==> src/rtl/core/ctc_pkg.sv <==
// Shared types, constants and helper functions of the CTC greedy decoder.
package ctc_pkg;

	localparam int MAX_CLASSES   = 256;
	localparam int MAX_STEPS     = 256;
	localparam int ALPHABET_SIZE = 95;

	localparam int LOGIT_W = 16;
	localparam int CODE_W  = 7;
	localparam int SUM_W   = 24;
	localparam int CNT_W   = $clog2(MAX_STEPS) + 1;
	localparam int POS_W   = $clog2(MAX_CLASSES + 1);
	localparam int CLS_W   = $clog2(MAX_CLASSES);
	localparam int REM_W   = CNT_W + 1;
	localparam int DIV_CW  = $clog2(SUM_W);

	localparam logic [CNT_W-1:0] CNT_MAX = {CNT_W{1'b1}};

	// The alphabet runs from '0' to '~', then '!' to '/', then a space.
	localparam int ALPHA_RUN1_LAST = 79;
	localparam int ALPHA_RUN2_LAST = 94;
	localparam int ALPHA_RUN1_BASE = 8'h2F;
	localparam logic [CODE_W-1:0] ALPHA_SPACE = 7'h20;

	// Map a class index from 1 to ALPHABET_SIZE onto its ASCII code.
	function automatic logic [CODE_W-1:0] char_of(input int idx);
		if (idx <= ALPHA_RUN1_LAST) begin
			return CODE_W'(idx + ALPHA_RUN1_BASE);
		end else if (idx <= ALPHA_RUN2_LAST) begin
			return CODE_W'(idx - ALPHA_RUN1_BASE);
		end else begin
			return ALPHA_SPACE;
		end
	endfunction

endpackage

==> src/rtl/core/ctc_in_if.sv <==
// Logit input channel: valid/ready handshake with one class score per beat.
interface ctc_in_if;
	import ctc_pkg::*;

	logic                      valid;
	logic                      ready;
	logic signed [LOGIT_W-1:0] logit;
	logic                      class_end;
	logic                      seq_end;

	modport source (output valid, logit, class_end, seq_end, input ready);
	modport sink   (input valid, logit, class_end, seq_end, output ready);
endinterface

==> src/rtl/core/ctc_out_if.sv <==
// Result output channel: valid/ready handshake with one decoded step per beat.
interface ctc_out_if;
	import ctc_pkg::*;

	logic                      valid;
	logic                      ready;
	logic                      char_valid;
	logic [CODE_W-1:0]         char_code;
	logic                      seq_done;
	logic signed [LOGIT_W-1:0] avg_score;

	modport source (output valid, char_valid, char_code, seq_done, avg_score, input ready);
	modport sink   (input valid, char_valid, char_code, seq_done, avg_score, output ready);
endinterface

==> src/rtl/core/ctc_greedy_decoder.sv <==
// CTC greedy decoder: streamed argmax per time step, collapse, and mean score.
//
// Logits enter one class per beat, class 0 first, and the block keeps a running
// argmax for the current time step (the first of equal maxima wins). The beat
// that carries class_end produces one result beat: blank and a repeat of the
// previous step's class emit nothing, any other class from 1 to 95 emits its
// character and adds the best logit to a saturating 24-bit score sum. A beat
// without class_end produces no result. Throughput is one logit beat
// per cycle. The exception is the closing beat of a sequence (class_end and
// seq_end together) when at least one character was emitted: the mean score
// is then found by a restoring divider that retires one quotient bit per
// cycle, and the input is not ready until that division has finished. A new
// beat is also held off while the single output register is full and not
// being drained.
module ctc_greedy_decoder (
	input logic        clk,
	input logic        arst_n,
	ctc_in_if.sink     logits,
	ctc_out_if.source  results
);
	import ctc_pkg::*;

	localparam logic ST_RUN = 1'b0;
	localparam logic ST_DIV = 1'b1;

	// Sequencer state.
	logic st_q;

	// Per-step argmax state.
	logic signed [LOGIT_W-1:0] best_val_q;
	logic [CLS_W-1:0]          best_cls_q;
	logic [POS_W-1:0]          pos_q;

	// Per-sequence state.
	logic [CLS_W-1:0]          prev_cls_q;
	logic                      prev_vld_q;
	logic signed [SUM_W-1:0]   sum_q;
	logic [CNT_W-1:0]          cnt_q;

	// Output register.
	logic                      out_vld_q;
	logic                      out_cv_q;
	logic [CODE_W-1:0]         out_code_q;
	logic                      out_done_q;
	logic signed [LOGIT_W-1:0] out_mean_q;

	// Divider registers. The quotient register starts with the dividend
	// magnitude and shifts quotient bits in from the bottom.
	logic [CNT_W-1:0]          div_rem_q;
	logic [SUM_W-1:0]          div_quo_q;
	logic [CNT_W-1:0]          div_den_q;
	logic                      div_neg_q;
	logic [DIV_CW-1:0]         div_cnt_q;
	logic                      hold_cv_q;
	logic [CODE_W-1:0]         hold_code_q;

	logic                      in_acc;
	logic                      out_free;
	logic                      pos_in_range;
	logic signed [LOGIT_W-1:0] nxt_val;
	logic [CLS_W-1:0]          nxt_cls;
	logic                      emit;
	logic signed [SUM_W:0]     sum_wide;
	logic signed [SUM_W-1:0]   sum_sat;
	logic signed [SUM_W-1:0]   sum_nxt;
	logic [CNT_W-1:0]          cnt_nxt;
	logic [CODE_W-1:0]         code_nxt;
	logic [SUM_W-1:0]          mag;
	logic [REM_W-1:0]          rem_sh;
	logic                      quo_bit;
	logic [REM_W-1:0]          rem_diff;
	logic [CNT_W-1:0]          rem_new;
	logic [SUM_W-1:0]          quo_new;
	logic [SUM_W-1:0]          quo_neg;
	logic signed [LOGIT_W-1:0] mean_nxt;
	logic                      div_last;
	logic                      step_out;
	logic                      seq_div;

	assign out_free     = !out_vld_q || results.ready;
	assign logits.ready = (st_q == ST_RUN) && out_free;
	assign in_acc       = logits.valid && logits.ready;

	// Running argmax. The first class of a step always loads; classes past
	// MAX_CLASSES are ignored and the position counter parks there.
	assign pos_in_range = pos_q < POS_W'(MAX_CLASSES);

	always_comb begin
		nxt_val = best_val_q;
		nxt_cls = best_cls_q;
		if (pos_q == '0) begin
			nxt_val = logits.logit;
			nxt_cls = '0;
		end else if (pos_in_range && (logits.logit > best_val_q)) begin
			nxt_val = logits.logit;
			nxt_cls = pos_q[CLS_W-1:0];
		end
	end

	// Collapse: drop blank, drop a repeat, and drop a class past the alphabet.
	assign emit = (nxt_cls != '0) && !(prev_vld_q && (prev_cls_q == nxt_cls))
		&& (int'(nxt_cls) <= ALPHABET_SIZE);

	// Score accumulation saturates at the 24-bit signed limits.
	assign sum_wide = $signed({sum_q[SUM_W-1], sum_q}) + (SUM_W + 1)'(nxt_val);

	always_comb begin
		if (sum_wide[SUM_W] != sum_wide[SUM_W-1]) begin
			sum_sat = sum_wide[SUM_W] ? {1'b1, {(SUM_W - 1){1'b0}}}
				: {1'b0, {(SUM_W - 1){1'b1}}};
		end else begin
			sum_sat = sum_wide[SUM_W-1:0];
		end
	end

	assign sum_nxt  = emit ? sum_sat : sum_q;
	assign cnt_nxt  = (emit && (cnt_q != CNT_MAX)) ? cnt_q + 1'b1 : cnt_q;
	assign code_nxt = emit ? char_of(int'(nxt_cls)) : '0;
	assign mag      = sum_nxt[SUM_W-1] ? SUM_W'(-sum_nxt) : SUM_W'(sum_nxt);

	// One restoring division step per cycle.
	assign rem_sh   = {div_rem_q, div_quo_q[SUM_W-1]};
	assign rem_diff = rem_sh - {1'b0, div_den_q};
	assign quo_bit  = rem_sh >= {1'b0, div_den_q};
	assign rem_new  = quo_bit ? rem_diff[CNT_W-1:0] : rem_sh[CNT_W-1:0];
	assign quo_new  = {div_quo_q[SUM_W-2:0], quo_bit};
	assign quo_neg  = -quo_new;
	assign div_last = (st_q == ST_DIV) && (div_cnt_q == '0);

	// The quotient is truncated toward zero, then clamped to 16 bits.
	always_comb begin
		if (div_neg_q) begin
			if (quo_new > SUM_W'(2 ** (LOGIT_W - 1))) begin
				mean_nxt = {1'b1, {(LOGIT_W - 1){1'b0}}};
			end else begin
				mean_nxt = quo_neg[LOGIT_W-1:0];
			end
		end else begin
			if (quo_new > SUM_W'(2 ** (LOGIT_W - 1) - 1)) begin
				mean_nxt = {1'b0, {(LOGIT_W - 1){1'b1}}};
			end else begin
				mean_nxt = quo_new[LOGIT_W-1:0];
			end
		end
	end

	// A step end goes straight to the output unless it needs the divider.
	assign seq_div  = in_acc && logits.class_end && logits.seq_end && (cnt_nxt != '0);
	assign step_out = in_acc && logits.class_end && !seq_div;

	always_ff @(posedge clk or negedge arst_n) begin
		if (!arst_n) begin
			st_q       <= ST_RUN;
			best_val_q <= '0;
			best_cls_q <= '0;
			pos_q      <= '0;
			prev_cls_q <= '0;
			prev_vld_q <= 1'b0;
			sum_q      <= '0;
			cnt_q      <= '0;
			out_vld_q  <= 1'b0;
			div_cnt_q  <= '0;
		end else begin
			case (st_q)
				ST_RUN: begin
					if (seq_div) begin
						st_q      <= ST_DIV;
						div_cnt_q <= DIV_CW'(SUM_W - 1);
					end
				end
				ST_DIV: begin
					if (div_cnt_q == '0) begin
						st_q <= ST_RUN;
					end else begin
						div_cnt_q <= div_cnt_q - 1'b1;
					end
				end
				default: begin
					st_q <= ST_RUN;
				end
			endcase

			if (in_acc) begin
				if (!logits.class_end) begin
					best_val_q <= nxt_val;
					best_cls_q <= nxt_cls;
					if (pos_in_range) begin
						pos_q <= pos_q + 1'b1;
					end
				end else begin
					best_val_q <= '0;
					best_cls_q <= '0;
					pos_q      <= '0;
					if (logits.seq_end) begin
						prev_cls_q <= '0;
						prev_vld_q <= 1'b0;
						sum_q      <= '0;
						cnt_q      <= '0;
					end else begin
						prev_cls_q <= nxt_cls;
						prev_vld_q <= 1'b1;
						sum_q      <= sum_nxt;
						cnt_q      <= cnt_nxt;
					end
				end
			end

			if (step_out || div_last) begin
				out_vld_q <= 1'b1;
			end else if (results.ready) begin
				out_vld_q <= 1'b0;
			end
		end
	end

	// Payload registers carry no reset.
	always_ff @(posedge clk) begin
		if (seq_div) begin
			div_rem_q   <= '0;
			div_quo_q   <= mag;
			div_den_q   <= cnt_nxt;
			div_neg_q   <= sum_nxt[SUM_W-1];
			hold_cv_q   <= emit;
			hold_code_q <= code_nxt;
		end else if (st_q == ST_DIV) begin
			div_rem_q <= rem_new;
			div_quo_q <= quo_new;
		end

		if (step_out) begin
			out_cv_q   <= emit;
			out_code_q <= code_nxt;
			out_done_q <= logits.seq_end;
			out_mean_q <= '0;
		end else if (div_last) begin
			out_cv_q   <= hold_cv_q;
			out_code_q <= hold_code_q;
			out_done_q <= 1'b1;
			out_mean_q <= mean_nxt;
		end
	end

	assign results.valid      = out_vld_q;
	assign results.char_valid = out_cv_q;
	assign results.char_code  = out_code_q;
	assign results.seq_done   = out_done_q;
	assign results.avg_score  = out_mean_q;

	// The input stays closed for the whole division.
	assert property (@(posedge clk) disable iff (!arst_n)
		(st_q == ST_DIV) |-> !logits.ready)
		else $error("input ready while the divider is busy");

	// The last division step delivers a closing result.
	assert property (@(posedge clk) disable iff (!arst_n)
		div_last |=> (results.valid && results.seq_done))
		else $error("division finished without a closing result");

	// A result that does not close a sequence reports a zero mean.
	assert property (@(posedge clk) disable iff (!arst_n)
		(results.valid && !results.seq_done) |-> (results.avg_score == '0))
		else $error("nonzero mean on a step result");

	// No character code without an emitted character.
	assert property (@(posedge clk) disable iff (!arst_n)
		(results.valid && !results.char_valid) |-> (results.char_code == '0))
		else $error("character code without an emitted character");

endmodule
==> src/flat_wrapper.sv <==
// flat-port wrapper written by rule: the top's interface ports become plain ports
module ctc_greedy_decoder_flat import ctc_pkg::*;
  (clk, arst_n, logits_valid, logits_logit, logits_class_end, logits_seq_end, logits_ready, results_valid, results_char_valid, results_char_code, results_seq_done, results_avg_score, results_ready);
  ctc_in_if logits_i ();
  ctc_out_if results_i ();
  input logic clk;
  input logic arst_n;
  input wire logic [$bits(logits_i.valid)-1:0] logits_valid;
  input wire logic [$bits(logits_i.logit)-1:0] logits_logit;
  input wire logic [$bits(logits_i.class_end)-1:0] logits_class_end;
  input wire logic [$bits(logits_i.seq_end)-1:0] logits_seq_end;
  output wire logic [$bits(logits_i.ready)-1:0] logits_ready;
  output wire logic [$bits(results_i.valid)-1:0] results_valid;
  output wire logic [$bits(results_i.char_valid)-1:0] results_char_valid;
  output wire logic [$bits(results_i.char_code)-1:0] results_char_code;
  output wire logic [$bits(results_i.seq_done)-1:0] results_seq_done;
  output wire logic [$bits(results_i.avg_score)-1:0] results_avg_score;
  input wire logic [$bits(results_i.ready)-1:0] results_ready;
  assign logits_i.valid = logits_valid;
  assign logits_i.logit = logits_logit;
  assign logits_i.class_end = logits_class_end;
  assign logits_i.seq_end = logits_seq_end;
  assign logits_ready = logits_i.ready;
  assign results_valid = results_i.valid;
  assign results_char_valid = results_i.char_valid;
  assign results_char_code = results_i.char_code;
  assign results_seq_done = results_i.seq_done;
  assign results_avg_score = results_i.avg_score;
  assign results_i.ready = results_ready;
  ctc_greedy_decoder u_core (.clk(clk), .arst_n(arst_n), .logits(logits_i), .results(results_i));
endmodule
==> config.mk <==
export PLATFORM = sky130hd
export DESIGN_NAME = ctc_greedy_decoder_flat
export DESIGN_NICKNAME = d
export VERILOG_FILES = /design/src/rtl/core/ctc_pkg.sv /design/src/rtl/core/ctc_in_if.sv /design/src/rtl/core/ctc_out_if.sv /design/src/rtl/core/ctc_greedy_decoder.sv /design/src/flat_wrapper.sv
export SDC_FILE = /design/constraint.sdc
export NUM_CORES = 1
export LEC_CHECK = 0
export ABC_CLOCK_PERIOD_IN_PS = 9940
export BUFFER_PORTS_ARGS = -buffer_cell sky130_fd_sc_hd__buf_4
export CAP_MARGIN = 20
export CORE_ASPECT_RATIO = 0.7
export CORE_UTILIZATION = 55
export CTS_CLUSTER_DIAMETER = 60
export DETAILED_ROUTE_END_ITERATION = 10
export GPL_ROUTABILITY_DRIVEN = 0
export HOLD_SLACK_MARGIN = 0.02
export PLACE_DENSITY = 0.74
export SYNTH_ARGS = -nofsm -noshare
export SYNTH_HDL_FRONTEND = slang
export SYNTH_SLANG_ARGS = --single-unit
==> constraint.sdc <==
create_clock -name clk -period 9.94 [get_ports clk]
set_input_delay 0.994 -clock clk [delete_from_list [all_inputs] [get_ports clk]]
set_output_delay 0.994 -clock clk [all_outputs]
set_load 0.05 [all_outputs]
==> qor.yml <==
synthesis:
  synth.area.mux_share: 0.0386
  synthXorXnorAreaFrac: 0.0542
  async_flop_share: 0.519
  synthDominantCellAreaShare: 0.182
  syn-cell-area_um2: 11300
  syn_inst: 1306
  yosysSeqAreaShare: 0.362
  ys_types: 99
  ys_ff_latch: 158
  synthSimpleGateAreaFrac: 0.193
  mappedNetlistNets: 1392
  synth_top_family_by_area: "compound AO/OA/AOI/OAI gates"
  synth-compound-area-share: 0.229
  yosysTopAreaCell: "dfrtp_1"
  netlist_top_cells_area: "dfrtp_1, edfxtp_1, ha_1"
  synth_ff_type: "dfrtp_1"
  syn_avg_cell_area_um2: 8.65
  yosys_warnings: 0
  synth_edf_count: 51
  synthAdderAreaFrac: 0.0723
route:
  routed_wl_um: 27900
  wl_per_cell_um: 17.4
  vias_per_cell: 6.15
  maxUsedRoutingLayer: "met4"
  drc_errors: 0
  wl_met1_um: 13300
  route.met3.wl_um: 1520
  antenna_left: 0
  first_iter_violations: 847
  route.met2.wl_um: 12600
  firstDrtPassIters: 7
  vias: 9845
timing:
  slew_violations: 0
  fin_tns_setup_ns: 0
  finalCriticalPeriod_ns: 8.92
  fin_ws_ns: 1.02
  rsz0062_at_grt: "false"
  setup_violations: 0
  fin_worst_skew_ns: 0.0134
  post-route-period-util: 0.898
  hold_violations: 0
  worst_pin_slew_ns: 1.12
  slew_headroom: 0.255
  clock.fmax_ghz: 0.112
layout:
  drive_above_1_share: 0.116
  nets: 1405
  final_cell_mix: "nand2_1, o21ai_0, nor2_1, a21oi_1, dfrtp_1"
  final_common_cell: "nand2_1"
  final_cells: 1602
  antennaDiodeCount: 0
  design_area_um2: 12300
  syn_to_final_growth_pct: 9.16
critical_path:
  crit_family: "compound AO/OA/AOI/OAI gates"
  max_stage_delay_ns: 0.52
  endpoint_kind: "register"
  cp_slowest_cell: "ha_1"
  crit_top_cell: "ha_1"
  reg2regPathDepth: 32
  cp.arrival_ns: 9.11
  required_ns: 10.13
  critPathMaxFanout: 16
  cp-start-kind: "input port"
  cp.depth: 32
  timing.critical_path.buf_inv: 3
  critical_path_class: "input port to register"
global_route:
  grt_antenna_before_repair: 0
  grt_pass1_vias: 9289
  track_usage: 0.272
  grt_max_degree: 55
  gr-total-overflow: 0
  grt_pass1_wl_um: 46200
run:
  max_cap_violations: 0
clock_tree:
  cts_made_buffers: 17
  cts.sinks: 158
  postCtsResizedCells: 0
  cts_hold_buffers: 0
  root_buffer: "clkbuf_16"
  tritoncts: "yes"
  ctsLongestPathBuffers: 2
  cts_setup_buffers: 0
  worstSkewPairLatency_ns: 0.44
  ctsHtreeMaxLevel: 4
  clkTransAtPathRegs_ns: 0.06
floorplan:
  die_x_um: 173
  fp.coreArea_um2: 20000
  rows: 43
  io_pins: 49
  die_area_um2: 21100
  die_h_um: 122
  initial_core_util: 0.566
hold_path:
  hold_class: "input port to asynchronous set/reset pin"
placed_design:
  dp_slack_ns: 0.460
  port_buffers: 48
  placedCellCount: 1568
  placed_area_um2: 11700
  hpwl_um: 19800
outcome:
  status: "finished, final reports clean"
[routing by layer]
metal  vias to the layer above  global-route usage
met1                      4718               0.383
li1                       4765                   -
met5                         -                   0
met3                        43              0.0421
met2                       319               0.433
met4                         0              0.0841
[state kept, by name, summed over array words and instances (netlist names), 7 cells and up]
name	cells
u_core.hold_code_q	7
u_core.cnt_q	9
u_core.pos_q	9
u_core.prev_cls_q	8
u_core.div_quo_q	24
u_core.results.char_code	7
u_core.best_cls_q	8
u_core.div_den_q	9
u_core.results.avg_score	16
u_core.sum_q	24
u_core.div_rem_q	9
u_core.best_val_q	16
[final timing paths]
kind	start	end	slack, ns
worst max-delay path	logits_logit[13]	u_core.div_quo_q[20]	1.02
worst min-delay path	arst_n	u_core.pos_q[2]	0.47
worst max register to register	u_core.best_val_q[15]	u_core.div_quo_q[20]	1.28
worst min register to register	u_core.results.avg_score[15]	u_core.results.avg_score[15]	0.47
max in group asynchronous	arst_n	u_core.sum_q[15]	8.37
min in group clk	u_core.results.avg_score[15]	u_core.results.avg_score[15]	0.47
[cell usage after synthesis (14+ instances only)]
cell        n
a21o_1     14
a21oi_1    87
a31oi_1    17
clkbuf_1   40
dfrtp_1    82
dfxtp_1    25
edfxtp_1   51
ha_1       62
inv_1      58
mux2_2     16
mux2i_1    18
nand2_1   160
nand2b_1   15
nand3_1    18
nor2_1    116
nor3_1     37
o21ai_0   136
o22ai_1    14
xnor2_1    40
xor2_1     28
[logic make-up after synthesis]
kind of cell,count (synthesis)
AO/OA/AOI/OAI,394
XOR/XNOR,69
adder cells (fa/ha/maj),64
buffers and inverters,127
flip-flops,158
multiplexers,39
AND/OR/NAND/NOR,455
[final cells by class]
| cell class | instances | area [um2] |
|---|---|---|
| Clock buffer | 24 | 503 |
| Clock inverter | 8 | 56.3 |
| Fill cell | 1698 | 7630 |
| Inverter | 61 | 231 |
| Multi-Input combinational cell | 1021 | 6640 |
| Sequential cell | 158 | 4080 |
| Tap cell | 270 | 338 |
| Timing Repair Buffer | 60 | 478 |
[through the flow]
step	hold WS, ns	util
final	0.467	0.618
after global routing	0.482	0.618
after CTS	0.470	0.615
after detailed placement	0.460	0.587
after global placement	0.454	0.587
after floorplan	0.446	-
Power is not shown: default switching activity piles up to over one toggle a cycle in this logic, so the estimate is an artifact.
